$ cat src/bst_pkg.sv
// Shared constants, command codes and the push record for the breadth-first
// spanning tree engine. Used by the engine, the output stage and the top level; depends on nothing.
`timescale 1ns / 1ps
`default_nettype none
package bst_pkg;

    localparam int NODE_W    = 6;
    localparam int SLOT_W    = 4;
    localparam int DEG_W     = 5;
    localparam int PTR_W     = 7;
    localparam int MAX_NODES = 64;
    localparam int NB_DEPTH  = 1024;

    localparam logic [DEG_W-1:0] MAX_DEGREE = 5'd16;

    localparam logic [1:0] CMD_CLEAR = 2'd0;
    localparam logic [1:0] CMD_ADD   = 2'd1;
    localparam logic [1:0] CMD_RUN   = 2'd2;

    typedef logic [NODE_W-1:0] node_t;

    // One result item handed from the engine to the output stage.
    typedef struct packed {
        logic  valid;
        node_t parent;
        node_t child;
        logic  edge_valid;
        logic  last;
    } push_t;

endpackage
`default_nettype wire

$ cat src/bst_out_stage.sv
// Output register of the engine: holds one result item until it is taken.
// Depends on bst_pkg for the push record.
`timescale 1ns / 1ps
`default_nettype none
module bst_out_stage (
    input  wire logic           aclk,
    input  wire logic           aresetn,
    input  wire bst_pkg::push_t push,
    output logic                out_free,
    output logic                m_tvalid,
    input  wire logic           m_tready,
    output logic [15:0]         m_tdata,
    output logic                m_tlast,
    output logic [0:0]          m_tuser
);

    logic           valid_reg;
    logic           valid_next;
    bst_pkg::push_t data_reg;

    assign out_free = !valid_reg || m_tready;

    always_comb begin
        valid_next = valid_reg;
        if (push.valid) begin
            valid_next = 1'b1;
        end else if (m_tready) begin
            valid_next = 1'b0;
        end
    end

    always_ff @(posedge aclk) begin
        if (!aresetn) begin
            valid_reg <= 1'b0;
        end else begin
            valid_reg <= valid_next;
        end
    end

    always_ff @(posedge aclk) begin
        if (push.valid) begin
            data_reg <= push;
        end
    end

    assign m_tvalid = valid_reg;
    assign m_tdata  = {4'd0, data_reg.child, data_reg.parent};
    assign m_tlast  = data_reg.last;
    assign m_tuser  = data_reg.edge_valid;

endmodule
`default_nettype wire

$ cat config.mk
export PLATFORM = sky130hd
export DESIGN_NAME = bst_out_stage
export DESIGN_NICKNAME = d
export VERILOG_FILES = /design/src/bst_pkg.sv /design/src/bst_out_stage.sv
export SDC_FILE = /design/constraint.sdc
export NUM_CORES = 1
export LEC_CHECK = 0
export BUFFER_PORTS_ARGS = -buffer_cell sky130_fd_sc_hd__buf_2
export CAP_MARGIN = 20
export CORE_AREA = 4 4 41 43
export CTS_BUF_LIST = sky130_fd_sc_hd__clkbuf_16
export CTS_CLUSTER_DIAMETER = 30
export DETAILED_ROUTE_END_ITERATION = 8
export DIE_AREA = 0 0 45 47
export GPL_ROUTABILITY_DRIVEN = 0
export PLACE_DENSITY = 0.75
export RECOVER_POWER = 100
export SLEW_MARGIN = 20
export SYNTH_ARGS = -nofsm -noshare
export SYNTH_HDL_FRONTEND = slang
export SYNTH_SLANG_ARGS = --single-unit
$ cat constraint.sdc
create_clock -name aclk -period 1.18 [get_ports aclk]
set_input_delay 0.354 -clock aclk [delete_from_list [all_inputs] [get_ports aclk]]
set_output_delay 0.354 -clock aclk [all_outputs]
set_load 0.01 [all_outputs]
; ---- Word-level counts from Yosys, hierarchy flattened
; Cells that the tools add are included.
[word_totals]
inputBits = 18
elab_cells = 10
out_inout_bits = 20
register_bits = 15
[op_classes]
n_mux = 2
n_reduce_logical = 3
[op_table]
columns = cell, n
row1 = two-way mux 1 bit, 2
row2 = nonzero test 2 bit, 1
row3 = logical NOT 1 bit, 1
row4 = logical OR 1 bit, 1

; ---- Longest topological paths before layout
; Gate-level depths: netlist of run 1.
[logic_depth]
depth_word = 2
depth_mapped = 2
depth_no_buf = 2

; ---- Least setup slack after synthesis of run 1
; No wires, ideal clock.
[synth_timing]
kind = input to output
startpoint = input port m_tready
endpoint = output port out_free
n_path_buf = 0
setup_slack_ns = 0.336
arrival_ns = 0.490
cell_stages = 1
required_time_ns = 0.826
cell_sequence = nand2b_4
[synth_between]
elab_chain_len = 1
[synth_rtl]
columns = element, line_no
row1 = start: declaration, bst_out_stage.sv:11  ; input wire logic m_tready,
row2 = logical OR 1 bit, bst_out_stage.sv:21  ; assign out_free = !valid_reg || m_tready;
row3 = end: declaration, bst_out_stage.sv:9  ; output logic out_free,
; No other way between the ends.

; ---- Worst setup path in the final report of run 1
[layout_timing]
startpoint = register valid_reg, in the netlist m_tvalid
endpoint = output port out_free
[layout_between]
elab_chain_len = 2
[layout_rtl]
columns = element, line_no
row1 = start: declaration, bst_out_stage.sv:17  ; logic valid_reg;
row2 = start signal: assignment, bst_out_stage.sv:36  ; valid_reg <= valid_next;
row3 = logical NOT 1 bit, bst_out_stage.sv:21
row4 = logical OR 1 bit, bst_out_stage.sv:21
; No other way between the ends.

==> impl_metrics.env, run 1 <==
export IMPL_grt_max_degree=16
export IMPL_power_density_mw_per_mm2=1860
export IMPL_htree_levels=1
export IMPL_syn_to_final_growth_pct=45.3
export IMPL_fin_skew_ps=0
export IMPL_drive_gt1_share_pct=42.4
export IMPL_whs_ps=289
export IMPL_vias_per_cell=3.88
export IMPL_worst_hold_path_type="primary input to flop"
export IMPL_root_buffer="clkbuf_16"
export IMPL_placement_rows=13
export IMPL_path_max_fanout=2
export IMPL_antenna_found_initial=0
export IMPL_num_vias=287
export IMPL_die_area_mm2=0.00212
export IMPL_cts_resized_gates=0
export IMPL_drt_wirelength_per_cell_um=11.8
export IMPL_max_cap_viol_count=0
export IMPL_cts_tree="built"
export IMPL_synth_top_area_cell="edfxtp_1"
export IMPL_cts_setup_buffers=0
export IMPL_intPower_mw=1.12
export IMPL_synth_top_area_share_pct=83.6
export IMPL_clock_sinks=15
export IMPL_critPathArrivalTime_ps=760
export IMPL_io_buffers=33
export IMPL_netlist_area_um2=503
export IMPL_post_route_period_util_pct=94.0
export IMPL_hold_viol=0
export IMPL_clk_pin_slew_ps=40
export IMPL_tns_ps=0
export IMPL_worstSkewPairLatency_ps=240
export IMPL_ys_seq_elements=15
export IMPL_ant_nets=0
export IMPL_synthCells=23
export IMPL_drt_first_pass_iters=2
export IMPL_rrSetupSlack_ps=600
export IMPL_cp_start_kind="flop"
export IMPL_p_sw_mw=0.245
export IMPL_switching_share_pct=18.0
export IMPL_p_leak_nw=0.308
export IMPL_sequentialPowerShare_pct=47.0
export IMPL_cts_made_buffers=3
export IMPL_dieWidth_um=45
export IMPL_post_route_min_period_ps=1110
export IMPL_status="complete, no violations"
export IMPL_start_util_pct=38.7
export IMPL_setup_worst_path_class="flop to output pin"
export IMPL_finalSetupViolations=0
export IMPL_first_global_vias=323
export IMPL_first_iter_violations=5
export IMPL_seqCellArea_um2=442
export IMPL_core_area_mm2=0.00130
export IMPL_fill_cells=122
export IMPL_clkPwrFrac_pct=45.6
export IMPL_remaining_drc_errors=0
export IMPL_layout_common_cells="buf_2 (16), edfxtp_1 (14), clkbuf_1 (14), conb_1 (4)"
export IMPL_critPathSlowestCell="dfxtp_2"
export IMPL_path_cells="nand2b_4, clkbuf_2"
export IMPL_fmax_mhz=901
export IMPL_final_common_cell="buf_2"
export IMPL_rsz0062_at_grt="no"
export IMPL_power_share_combinational_pct=7.4
export IMPL_cp_slowest_stage_delay_ps=340
export IMPL_crit_required_ps=830
export IMPL_cts_buffer_depth=2
export IMPL_track_usage_pct=9.41
export IMPL_grt_pass1_wl_mm=1.33
export IMPL_io_pin_count=38
export IMPL_ys_warn_count=0
export IMPL_end_kind="output pin"
export IMPL_vdd_drop_max_mv=1.08
export IMPL_syn_avg_cell_area_um2=21.9
export IMPL_synth_area_leaders="edfxtp_1 (84%), buf_4 (6.0%), dfxtp_1 (4.0%), nand2b_4 (2.7%), a21boi_2 (2.2%)"
export IMPL_grt_overflow_total=0
export IMPL_ys_seq_area_share_pct=87.6
export IMPL_cts_hold_buffers_added=0
export IMPL_die_y_um=47
export IMPL_drt_total_wl_um=874
export IMPL_ys_types=7
export IMPL_final_nets=78
export IMPL_multi_input_area_um2=40.0
export IMPL_diodes=0
export IMPL_slew_violations=0
[registers in the layout, summed over array words and instances, names as in the netlist]
| register | flops |
|---|---|
| m_tvalid | 1 |
| m_tdata | 12 |
| m_tlast | 1 |
| m_tuser | 1 |
[synthesized netlist by cell type, drive strengths merged]
cell type  instances
dfxtp              1
nand2b             1
conb               1
buf                4
a21boi             1
edfxtp            14
inv                1
[cell type report]
class / instances / share of cell area (%)
Clock buffer: 3 / 10.3
Clock inverter: 1 / 0.514
Inverter: 1 / 0.514
Multi-Input combinational cell: 6 / 5.48
Sequential cell: 15 / 60.4
Tap cell: 15 / 2.57
Timing Repair Buffer: 33 / 20.2
[cell families after synthesis]
kind of cell	after synthesis	synth area share, %
buffers and inverters	5	6.72
other	1	0.746
DFF	15	87.6
AOI/OAI and AO/OA	1	2.24
and+or+nand+nor	1	2.74
[stage by stage]
stage          setup WS [ps]  instances  utilization [%]  power, mW  instance area, µm²
2_1_floorplan            336         26                -      0.697                 514
3_3_place_gp             115         70             51.3      0.759                 668
3_5_place_dp             107         70             51.3      0.761                 668
4_1_cts                 22.4         74             57.4       1.39                 747
5_1_grt                 35.2         74             56.2       1.44                 731
6_report                70.5         74             56.2       1.36                 731
[power groups by stage]
| stage | clock (mW) | sequential [mW] | combinational, mW |
|---|---|---|---|
| CTS | 0.638 | 0.639 | 0.113 |
| finish | 0.621 | 0.640 | 0.100 |
| global placement | 0 | 0.648 | 0.111 |
| global route | 0.682 | 0.643 | 0.112 |
| detailed placement | 0 | 0.648 | 0.113 |
| floorplan | 0 | 0.674 | 0.0229 |
[worst max-delay path, delay by kind of cell, from the launching register on]
family	cells	cell delay, ps
buf+inv	1	120
simple gates	1	60
flops	1	340
[path summary, 6_finish.rpt]
check | from | endpoint | cells after the start
worst max register to register | m_tvalid | m_tvalid | 2
worst max-delay path | m_tvalid | out_free | 2
worst min-delay path | push[11] | m_tdata[3] | 1
worst min register to register | m_tvalid | m_tvalid | 2
[routing by layer]
metal  GRT usage (%)  share of wire (%)
met3            4.60                7.8
met4            5.26                  0
met2            16.7                 59
met1            8.85                 34
met5               0                  0
No activity file was read; power rests on OpenSTA's default activity.
==> inputs of run 2 (changes only) <==
--- a/config.mk
+++ b/config.mk
@@ -5,15 +5,15 @@
 export SDC_FILE = /design/constraint.sdc
 export NUM_CORES = 1
 export LEC_CHECK = 0
-export BUFFER_PORTS_ARGS = -buffer_cell sky130_fd_sc_hd__buf_2
+export BUFFER_PORTS_ARGS = -buffer_cell sky130_fd_sc_hd__buf_4
 export CAP_MARGIN = 20
-export CORE_AREA = 4 4 41 43
+export CORE_MARGIN = 4
+export CORE_UTILIZATION = 37
 export CTS_BUF_LIST = sky130_fd_sc_hd__clkbuf_16
 export CTS_CLUSTER_DIAMETER = 30
 export DETAILED_ROUTE_END_ITERATION = 8
-export DIE_AREA = 0 0 45 47
 export GPL_ROUTABILITY_DRIVEN = 0
-export PLACE_DENSITY = 0.75
+export PLACE_DENSITY = 0.74
 export RECOVER_POWER = 100
 export SLEW_MARGIN = 20
 export SYNTH_ARGS = -nofsm -noshare
==> constraint.sdc (replaced) <==
create_clock -name aclk -period 1.1 [get_ports aclk]
set_input_delay 0.33 -clock aclk [delete_from_list [all_inputs] [get_ports aclk]]
set_output_delay 0.33 -clock aclk [all_outputs]
set_load 0.01 [all_outputs]
==> run 2 against run 1 <==
Effect of this change: the flow now finishes with violations (setup timing); non-clock buffer count is 1 higher; count of clock-buffer cells in the layout stayed put; routed wire length increased by 2.2%; utilization increased by 9.9 points; via count rose by 10%; critical path depth shrank 1; first-iteration DRC count fell by 100%; total power increased by 11%; clock power rose by 6.9%; highest routed layer unchanged.
==> impl_metrics.env, run 2 (same netlist as run 1, synthesis figures left out) <==
export IMPL_drt_first_pass_iters=1
export IMPL_die_y_um=44.9
export IMPL_cp_slowest_stage_delay_ps=380
export IMPL_grt_max_degree=16
export IMPL_p_leak_nw=0.378
export IMPL_start_util_pct=39.1
export IMPL_drt_total_wl_um=893
export IMPL_max_cap_viol_count=0
export IMPL_setup_worst_path_class="flop to output pin"
export IMPL_cp_startpoint="m_tdata[3]"
export IMPL_cts_buffer_depth=2
export IMPL_finalSetupViolations=1
export IMPL_placement_rows=13
export IMPL_ant_nets=0
export IMPL_placed_cells=70
export IMPL_status="finished with violations"
export IMPL_layout_cells_non_filler=75
export IMPL_cp_buffers_inverters=1
export IMPL_syn_to_final_growth_pct=68.7
export IMPL_path_cells="buf_4"
export IMPL_crit_family="flip-flops"
export IMPL_die_area_mm2=0.00201
export IMPL_worstReg2RegEnd="m_tvalid"
export IMPL_final_common_cell="clkbuf_4"
export IMPL_stdcell_area_um2=848
export IMPL_critPathArrivalTime_ps=770
export IMPL_crit_required_ps=770
export IMPL_hold_path_depth=1
export IMPL_cp_start_kind="flop"
export IMPL_remaining_drc_errors=0
export IMPL_cts_tree="built"
export IMPL_first_iter_violations=0
export IMPL_hold_viol=0
export IMPL_cts_made_buffers=3
export IMPL_vdd_drop_max_mv=1.16
export IMPL_post_route_period_util_pct=100
export IMPL_dieWidth_um=44.9
export IMPL_rsz0062_at_grt="yes"
export IMPL_layout_common_cells="clkbuf_4 (16), edfxtp_1 (14), buf_4 (10), buf_6 (5), conb_1 (4)"
export IMPL_whs_ps=290
export IMPL_reg2reg_depth=3
export IMPL_num_vias=317
export IMPL_io_buffers=33
export IMPL_hold_end="m_tdata[3]"
export IMPL_io_pin_count=38
export IMPL_critPathSlowestCell="edfxtp_1"
export IMPL_clock_sinks=15
export IMPL_dp_hpwl_um=732
export IMPL_power_density_mw_per_mm2=1790
export IMPL_grt_pass1_wl_mm=1.29
export IMPL_finalWorstSetupSlack_ps=-0.739
export IMPL_fin_skew_ps=0
export IMPL_worst_hold_path_type="primary input to flop"
export IMPL_worstSkewPairLatency_ps=240
export IMPL_grt_overflow_total=0
export IMPL_slew_violations=0
export IMPL_vias_per_cell=4.23
export IMPL_violations="setup timing"
export IMPL_utilization_pct=66.0
export IMPL_largest_register_ff_count=12
export IMPL_drive_gt1_share_pct=65.0
export IMPL_clk_pin_slew_ps=40
export IMPL_fmax_mhz=908
export IMPL_end_kind="output pin"
export IMPL_root_buffer="clkbuf_16"
export IMPL_htree_levels=1
export IMPL_r2r_start="m_tvalid"
export IMPL_post_route_min_period_ps=1100
export IMPL_placed_cell_area_um2=751
export IMPL_min_from="push[11]"
export IMPL_antenna_found_initial=0
export IMPL_track_usage_pct=9.16
export IMPL_first_global_vias=314
export IMPL_diodes=0
export IMPL_drt_wirelength_per_cell_um=11.9
export IMPL_core_area_mm2=0.00128
export IMPL_path_max_fanout=1
export IMPL_rrSetupSlack_ps=400
export IMPL_final_nets=79
==> run 2: layer usage <==
| metal | vias to the layer above | wire, µm | global-route usage [%] |
|---|---|---|---|
| met4 | 0 | 0 | 3.51 |
| li1 | 148 | - | - |
| met1 | 137 | 338 | 10.9 |
| met3 | 0 | 217 | 5.18 |
| met2 | 32 | 337 | 13.8 |
| met5 | - | 0 | 0 |
==> run 2: how the worst max path moves through the flow <==
stage	cells past startpoint	end	slack [ps]
floorplan	1	out_free	290
global route	1	m_tdata[6]	-20
detailed placement	3	out_free	60
global placement	3	out_free	70
finish	1	m_tdata[3]	-0.7
CTS	1	m_tdata[3]	0.3
==> run 2: metrics by stage <==
stage / power, mW / worst slack [ps] / setup TNS, ps
finish: 1.52 / -0.739 / -0.739
global route: 1.57 / -15.6 / -54.5
global placement: 0.855 / 65.1 / 0
CTS: 1.53 / 0.256 / 0
detailed placement: 0.858 / 62.0 / 0
floorplan: 0.748 / 291 / 0
==> run 2: final cells by class <==
type	instances	area, µm²
clock buffer	3	75.1
inverter	1	3.75
tap	15	18.8
multi-input combinational	6	40.0
fill	99	437
clock inverter	1	3.75
sequential	15	442
timing repair buffer	34	265
==> run 2: timing repair <==
action	CTS	global route
buffers inserted	0	1
hold buffers	0	0
setup endpoints to repair	1	7
gates resized for setup	2	4
==> run 2: power by group <==
| group | switching (mW) | total [mW] | internal, mW |
|---|---|---|---|
| combinational | 0.0640 | 0.160 | 0.0961 |
| clock | 0.186 | 0.664 | 0.478 |
| sequential | 0.0150 | 0.691 | 0.676 |
| total | 0.265 | 1.52 | 1.25 |
